File: config.mk
export PLATFORM = sky130hd
export DESIGN_NAME = barb_ctrl
export DESIGN_NICKNAME = d
export VERILOG_FILES = /design/src/barb_pkg.sv /design/src/barb_ctrl.sv
export SDC_FILE = /design/constraint.sdc
export NUM_CORES = 1
export LEC_CHECK = 0
export ABC_AREA = 1
export ABC_CLOCK_PERIOD_IN_PS = 1400
export BUFFER_PORTS_ARGS = -buffer_cell sky130_fd_sc_hd__buf_2
export CAP_MARGIN = 20
export CORE_MARGIN = 3
export CORE_UTILIZATION = 40
export DETAILED_ROUTE_END_ITERATION = 10
export GPL_ROUTABILITY_DRIVEN = 1
export PLACE_DENSITY = 0.74
export SYNTH_ARGS = -nofsm -noshare
export SYNTH_HDL_FRONTEND = slang
export SYNTH_SLANG_ARGS = --single-unit
export TNS_END_PERCENT = 10
File: constraint.sdc
create_clock -name clk -period 1.4 [get_ports clk]
set_clock_uncertainty 0.15 [all_clocks]
set_input_delay 0.28 -clock clk [delete_from_list [all_inputs] [get_ports clk]]
set_output_delay 0.28 -clock clk [all_outputs]
set_load 0.05 [all_outputs]
File: src/barb_pkg.sv
package barb_pkg;

	localparam int SEQ_W = 12;
	localparam int HANDLE_W = 32;
	localparam int TICK_W = 32;
	localparam int WS_W = 7;
	localparam int TO_W = 8;
	localparam int CFG_W = 12;
	localparam int CFG_IDX_W = 2;
	localparam int DEF_MAX_WINDOW = 64;
	localparam logic [WS_W-1:0] DEF_WINDOW = 7'd64;
	localparam logic [TO_W-1:0] DEF_TIMEOUT = 8'd5;
	localparam logic [SEQ_W-1:0] SEQ_HALF = 12'h800;

	typedef enum logic [CFG_IDX_W-1:0] {
		REG_WINDOW_SIZE = 2'd0,
		REG_START_SEQ   = 2'd1,
		REG_TIMEOUT     = 2'd2
	} reg_index_t;

	localparam logic CMD_FRAME = 1'b0;
	localparam logic CMD_TICK = 1'b1;
	localparam logic DISP_DELIVER = 1'b0;
	localparam logic DISP_DROP = 1'b1;

	typedef struct packed {
		logic load;
		logic emit_now;
		logic emit_drop;
		logic emit_rd;
		logic head_step;
		logic head_jump;
		logic head_add_skip;
		logic rel_head;
		logic rd_j;
		logic rel_j;
		logic store;
		logic scan_init;
		logic scan_skip;
		logic scan_next;
		logic mod_head;
		logic mod_seq;
		logic set_head_idx;
		logic set_seq_idx;
		logic flush;
	} barb_cmd_t;

	typedef struct packed {
		logic seq_stale;
		logic seq_ahead;
		logic ru_more;
		logic count_zero;
		logic head_full;
		logic seq_full;
		logic seq_is_head;
		logic j_full;
		logic j_at_head;
		logic skip_nonzero;
		logic timed_out;
		logic mod_done;
	} barb_stat_t;

	function automatic logic seq_before(input logic [SEQ_W-1:0] a, input logic [SEQ_W-1:0] b);
		logic [SEQ_W-1:0] d;
		d = a - b;
		return d > SEQ_HALF;
	endfunction

endpackage

File: src/barb_ctrl.sv
module barb_ctrl import barb_pkg::*; (
	input  logic       clk,
	input  logic       arst_n,
	input  logic       start,
	input  logic       command,
	input  barb_stat_t stat,
	output barb_cmd_t  cmd,
	output logic       busy
);

	typedef enum logic [3:0] {
		S_IDLE, S_CHECK, S_RU, S_RU_RD, S_SMOD, S_SWAIT, S_ARR, S_RUN,
		S_IO, S_IO_RD, S_SCAN, S_SCAN_RD, S_HMOD, S_HWAIT, S_FIN
	} state_t;

	state_t state_q;
	state_t nxt;
	logic   ret_seq_q;
	logic   ret_seq_d;

	always_ff @(posedge clk or negedge arst_n) begin
		if (!arst_n) begin
			state_q <= S_IDLE;
			ret_seq_q <= 1'b0;
		end else begin
			state_q <= nxt;
			ret_seq_q <= ret_seq_d;
		end
	end

	always_comb begin
		cmd = '0;
		nxt = state_q;
		ret_seq_d = ret_seq_q;
		case (state_q)
			S_IDLE: begin
				if (start) begin
					cmd.load = 1'b1;
					nxt = (command == CMD_TICK) ? S_RUN : S_CHECK;
				end
			end
			S_CHECK: begin
				if (stat.seq_stale) begin
					cmd.emit_now = 1'b1;
					cmd.emit_drop = 1'b1;
					nxt = S_FIN;
				end else if (stat.seq_ahead) begin
					nxt = S_RU;
				end else begin
					nxt = S_SMOD;
				end
			end
			S_RU: begin
				if (!stat.ru_more) begin
					nxt = S_SMOD;
				end else if (stat.count_zero) begin
					cmd.head_jump = 1'b1;
					ret_seq_d = 1'b1;
					nxt = S_HMOD;
				end else if (stat.head_full) begin
					cmd.rel_head = 1'b1;
					cmd.head_step = 1'b1;
					nxt = S_RU_RD;
				end else begin
					cmd.head_step = 1'b1;
				end
			end
			S_RU_RD: begin
				cmd.emit_rd = 1'b1;
				nxt = S_RU;
			end
			S_SMOD: begin
				cmd.mod_seq = 1'b1;
				nxt = S_SWAIT;
			end
			S_SWAIT: begin
				if (stat.mod_done) begin
					cmd.set_seq_idx = 1'b1;
					nxt = S_ARR;
				end
			end
			S_ARR: begin
				if (stat.seq_full) begin
					cmd.emit_now = 1'b1;
					cmd.emit_drop = 1'b1;
					nxt = S_FIN;
				end else if (stat.seq_is_head && stat.count_zero) begin
					cmd.head_step = 1'b1;
					cmd.emit_now = 1'b1;
					nxt = S_FIN;
				end else begin
					cmd.store = 1'b1;
					nxt = S_RUN;
				end
			end
			S_RUN: begin
				if (!stat.head_full && !stat.count_zero) begin
					cmd.scan_init = 1'b1;
					nxt = S_SCAN;
				end else begin
					nxt = S_IO;
				end
			end
			S_IO: begin
				if (stat.head_full) begin
					cmd.rel_head = 1'b1;
					cmd.head_step = 1'b1;
					nxt = S_IO_RD;
				end else begin
					nxt = S_FIN;
				end
			end
			S_IO_RD: begin
				cmd.emit_rd = 1'b1;
				nxt = S_IO;
			end
			S_SCAN: begin
				if (stat.j_at_head) begin
					ret_seq_d = 1'b0;
					nxt = S_HMOD;
				end else if (stat.j_full) begin
					cmd.rd_j = 1'b1;
					nxt = S_SCAN_RD;
				end else begin
					cmd.scan_skip = 1'b1;
				end
			end
			S_SCAN_RD: begin
				if (stat.skip_nonzero && !stat.timed_out) begin
					ret_seq_d = 1'b0;
					nxt = S_HMOD;
				end else begin
					cmd.rel_j = 1'b1;
					cmd.emit_rd = 1'b1;
					cmd.head_add_skip = 1'b1;
					cmd.scan_next = 1'b1;
					nxt = S_SCAN;
				end
			end
			S_HMOD: begin
				cmd.mod_head = 1'b1;
				nxt = S_HWAIT;
			end
			S_HWAIT: begin
				if (stat.mod_done) begin
					cmd.set_head_idx = 1'b1;
					nxt = ret_seq_q ? S_SMOD : S_FIN;
				end
			end
			S_FIN: begin
				cmd.flush = 1'b1;
				nxt = S_IDLE;
			end
			default: nxt = S_IDLE;
		endcase
	end

	assign busy = (state_q != S_IDLE);

endmodule

==> results.md, run 1 <==
- Post-Syn Nets: 140
- Crit. endpoint post-GRT repair: cmd[13]
- Status: stopped before the end
- Initial core utilization: 44.7%
- Largest net degree at the start of global routing: 7
- Top-area cell type share of the netlist area: 17.5%
- Area after DPL: 0.00128 mm²
- Clock sink count: 5
- Post-synth EDFFs: 0
- Synth async-reset ratio: 100%
- DP HPWL: 2390 µm
- Failing step: 5_1_grt
- Syn Area/Cell: 5.75 µm²
- WEP type: top-level output
- Area leader, netlist: dfrtp_1
- Cell with the most instances after synthesis: nand2_1
- Die height: 48.2 µm
- Primary FF master, synth: dfrtp_1
- Sequential fraction of the synthesis area: 17.5%
- Post-synth top cells: nand2_1, inv_1, nand3_1
- Syn Inst Count: 124
- Register bit total from synthesis: 5
- Run Error: [ERROR DPL-0038] Utilization greater than 100%, impossible to legalize
- I/O pin total: 36
- Ys Warns: 0
- Row Count: 14
- H-tree Lvls: 1
- Dominant cells by area after synthesis: dfrtp_1, nand2_1, nand3_1
- CTS buffer count: 3
- Horiz. Die Dim: 48.2 µm
- Cell Area, Synth: 713 µm²
- Netlist cell types: 23
- PortBufs: 35
- Routability congestion estimate from global placement: 0.871
- CTS max path bufs: 2
- CTS Root Cell: clkbuf_4
cells by family after synthesis:
| kind of cell | Yosys count | synth area share (%) |
|---|---|---|
| flip-flops | 5 | 17.5 |
| AO/OA/AOI/OAI | 10 | 9.12 |
| AND/OR/NAND/NOR | 81 | 57.0 |
| buffers and inverters | 28 | 16.3 |
per-stage QoR:
step	std cells	TNS [ns]	setup WS, ns	util [%]
floorplan	124	-5.31	-0.357	-
global placement	217	-5.84	-0.336	80.1
detailed placement	217	-6.81	-0.373	80.1
CTS	227	-9.21	-0.484	97.8
repair_timing:
item                                    4_1_cts
endpoints found under the setup margin       25
gates resized for setup                      64
hold buffers                                  1
endpoints found under the hold margin         5
buffers inserted                              5
pin swaps                                    12
==> run 2: changes to the inputs <==
Settings changed: ABC_CLOCK_PERIOD_IN_PS 1400 to 1800, CORE_AREA set to 3 3 64 66, CORE_MARGIN 3 to not set, CORE_UTILIZATION 40 to not set, DIE_AREA set to 0 0 67 69, PLACE_DENSITY 0.74 to not set, PLACE_DENSITY_LB_ADDON set to 0.15.
Clock period 1.4 ns to 1.8 ns, I/O delays scaled along.
==> results.md, run 2 <==
- Slew margin rel.: 82.0%
- I/O pin total: 36 (unchanged)
- GRT overflow: 0
- Vias post-DR: 998
- WL final: 2720 µm
- Syn Inst Count: 124 (unchanged)
- Worst hold slack: 0.336 ns
- Vias in the first global route: 961
- CTS Root Cell: clkbuf_8
- Via/cell ratio: 4.23
- Sequential fraction of the synthesis area: 17.5% (unchanged)
- Routed Antenna Nets: 0
- Buf/Inv on CP: 3
- Commonest non-fill, non-tap cell in the layout: nand2_1
- DP HPWL: 2160 µm (-9.7%)
- Synth async-reset ratio: 100% (unchanged)
- Cells along the critical path: buf_6 -> nor2_4 -> buf_4 -> nand2_2 -> nor3_4 -> buf_6
- Primary FF master, synth: dfrtp_1
- Post-synth EDFFs: 0 (unchanged)
- Routed wire length per instance: 11.5 µm
- Routability congestion estimate from global placement: 0.822 (-5.6%)
- Period minus WS final: 1.95 ns
- Max Cap Viol: 0
- Top cell by count, worst path: buf_6
- Worst R2R Start: state_q[2]
- RSZ-0062 raised after global routing: true
- Critical Path Sink Type: primary output
- Register bit total from synthesis: 5 (unchanged)
- F_max: 514 MHz
- First-pass GRT wire length: 4310 µm
- Clock transition at path regs: 0.04 ns
- Final hold viol count: 0
- Max FFs per register: 4
- Final setup margin: -0.146 ns
- Post-layout util: 40.2%
- Status: complete, but fails checks
- DRT iter0 DRCs: 41
- Cell Area, Synth: 713 µm² (unchanged)
- Area leader, netlist: dfrtp_1
- Top flop regs: state_q: 4 flops, ret_seq_q: 1 flops
- DRT Pass-1 Iters: 4
- PwrDens: 1620 mW/mm²
- Peak VDD IR: 0.684 mV
- Area grow syn2layout: 105%
- Diodes inserted: 0
- Slowest cell delay on critical path: 0.38 ns
- Finish-stage setup viols: 18
- Worst Setup Start Kind: flip-flop
- Clk Latency, worst-skew pair: 0.22 ns
- CTS max path bufs: 2 (unchanged)
- Most frequent cells in the layout: nand2_1, buf_4, inv_1, buf_6, nand3_1
- Post-synth top cells: nand2_1, inv_1, nand3_1
- PortBufs: 35 (unchanged)
- Die area: 0.00462 mm²
- CORE AREA: 0.00363 mm²
- Share of cells above drive strength 1: 54.3%
- CP Class: flip-flop to primary output
- Netlist cell types: 23 (unchanged)
- Placed cell count: 225 (+3.7%)
- Slew @ Worst Pin: 0.269 ns
- Horiz. Die Dim: 67 µm (+39%)
- Post-Syn Nets: 140 (unchanged)
- Top-area cell type share of the netlist area: 17.5% (unchanged)
- Cell with the most instances after synthesis: nand2_1
- CTS buffer count: 3 (unchanged)
- GRT Util Overall: 11.6%
- Worst setup path start: state_q[2]
- DRC violations left: 0
- Row Count: 22 (+8)
- Failing checks: negative setup slack
- Final std cells w/o fill: 236
- Largest reg by FF count: state_q
- Post-route clock period utilization: 108%
- Critical path peak fanout: 5
- Layout Nets: 205
- CTS tree: done
- Initial antenna violation count: 0
- Worst Path Required: 1.29 ns
- CP top delay family: buffers and inverters
- Largest net degree at the start of global routing: 9
- Dominant cells by area after synthesis: dfrtp_1, nand2_1, nand3_1
- Critical path's slowest cell: dfrtp_1
- Worst EP arrival: 1.44 ns
- Initial core utilization: 19.6% (-25 points)
- Static leakage: 0.833 nW
- Ys Warns: 0 (unchanged)
- Syn Area/Cell: 5.75 µm² (unchanged)
- Max-slew violation count: 0
- Hold WC Path Type: input pin to async pin
- Die height: 69 µm (+43%)
- Setup TNS Final: -1.62 ns
- Clock sink count: 5 (unchanged)
- H-tree Lvls: 1 (unchanged)
run 2: path summary, 6_finish.rpt:
kind / slack (ns) / to / depth (start not counted)
worst max-delay path: -0.15 / cmd[13] / 6
worst min-delay path: 0.34 / state_q[2] / 2
worst max register to register: 0.12 / state_q[1] / 11
worst min register to register: 0.36 / ret_seq_q / 1
max in group asynchronous: 1.01 / state_q[1] / 2
min in group clk: 0.36 / ret_seq_q / 1
run 2: cell families (layout without fill, tap and decap cells):
family,count (synthesis),after routing,synth area share (%)
AO/OA/AOI/OAI,10,10,9.12
buffers and inverters,28,92,16.3
flip-flops,5,5,17.5
AND/OR/NAND/NOR,81,81,57.0
run 2: metal layers:
layer  up-vias  part of all wire [%]  track usage (%)
met3         0                   3.8             2.12
li1        517                     -                -
met1       459                    46             15.8
met4         0                     0             2.03
met2        22                    50             19.0
met5         -                     0                0
run 2: timing repair:
item | 4_1_cts | 5_1_grt
setup endpoints to repair | 20 | 20
gates cloned | 0 | 0
pin swaps | 2 | 8
gates resized for setup | 49 | 23
endpoints found under the hold margin | 5 | 0
setup buffers | 0 | 6
hold buffers | 1 | 0
run 2: metrics by stage:
step / cell area [µm²] / setup slack, ns / power (mW)
after floorplan: 739 / -0.305 / 1.23
after global placement: 1120 / -0.0818 / 1.79
after detailed placement: 1120 / -0.136 / 1.78
after CTS: 1320 / -0.157 / 2.21
after global routing: 1460 / -0.204 / 2.54
final: 1460 / -0.146 / 2.36
run 2: worst register-to-register path: cells and delay by family, from the launching register on:
| family | cells | cell delay (ns) |
|---|---|---|
| flip-flops | 1 | 0.38 |
| AO/OA/AOI/OAI | 1 | 0.09 |
| AND/OR/NAND/NOR | 6 | 0.50 |
| buffers and inverters | 4 | 0.49 |
run 2: cell type report:
class	count	area [µm²]
fillers	394	2170
multi-input cells	91	582
repair buffers	63	548
flip-flops and latches	5	129
inverters	25	96.3
well taps	48	60.1
clock buffers	4	45.0
run 2: power breakdown:
part           switching, mW  leakage (nW)  internal [mW]
registers              0.100        0.0579          0.180
logic                   1.09         0.753          0.788
clock network         0.0536        0.0228          0.152
total                   1.24         0.833           1.12
No activity file was read; power rests on OpenSTA's default activity.
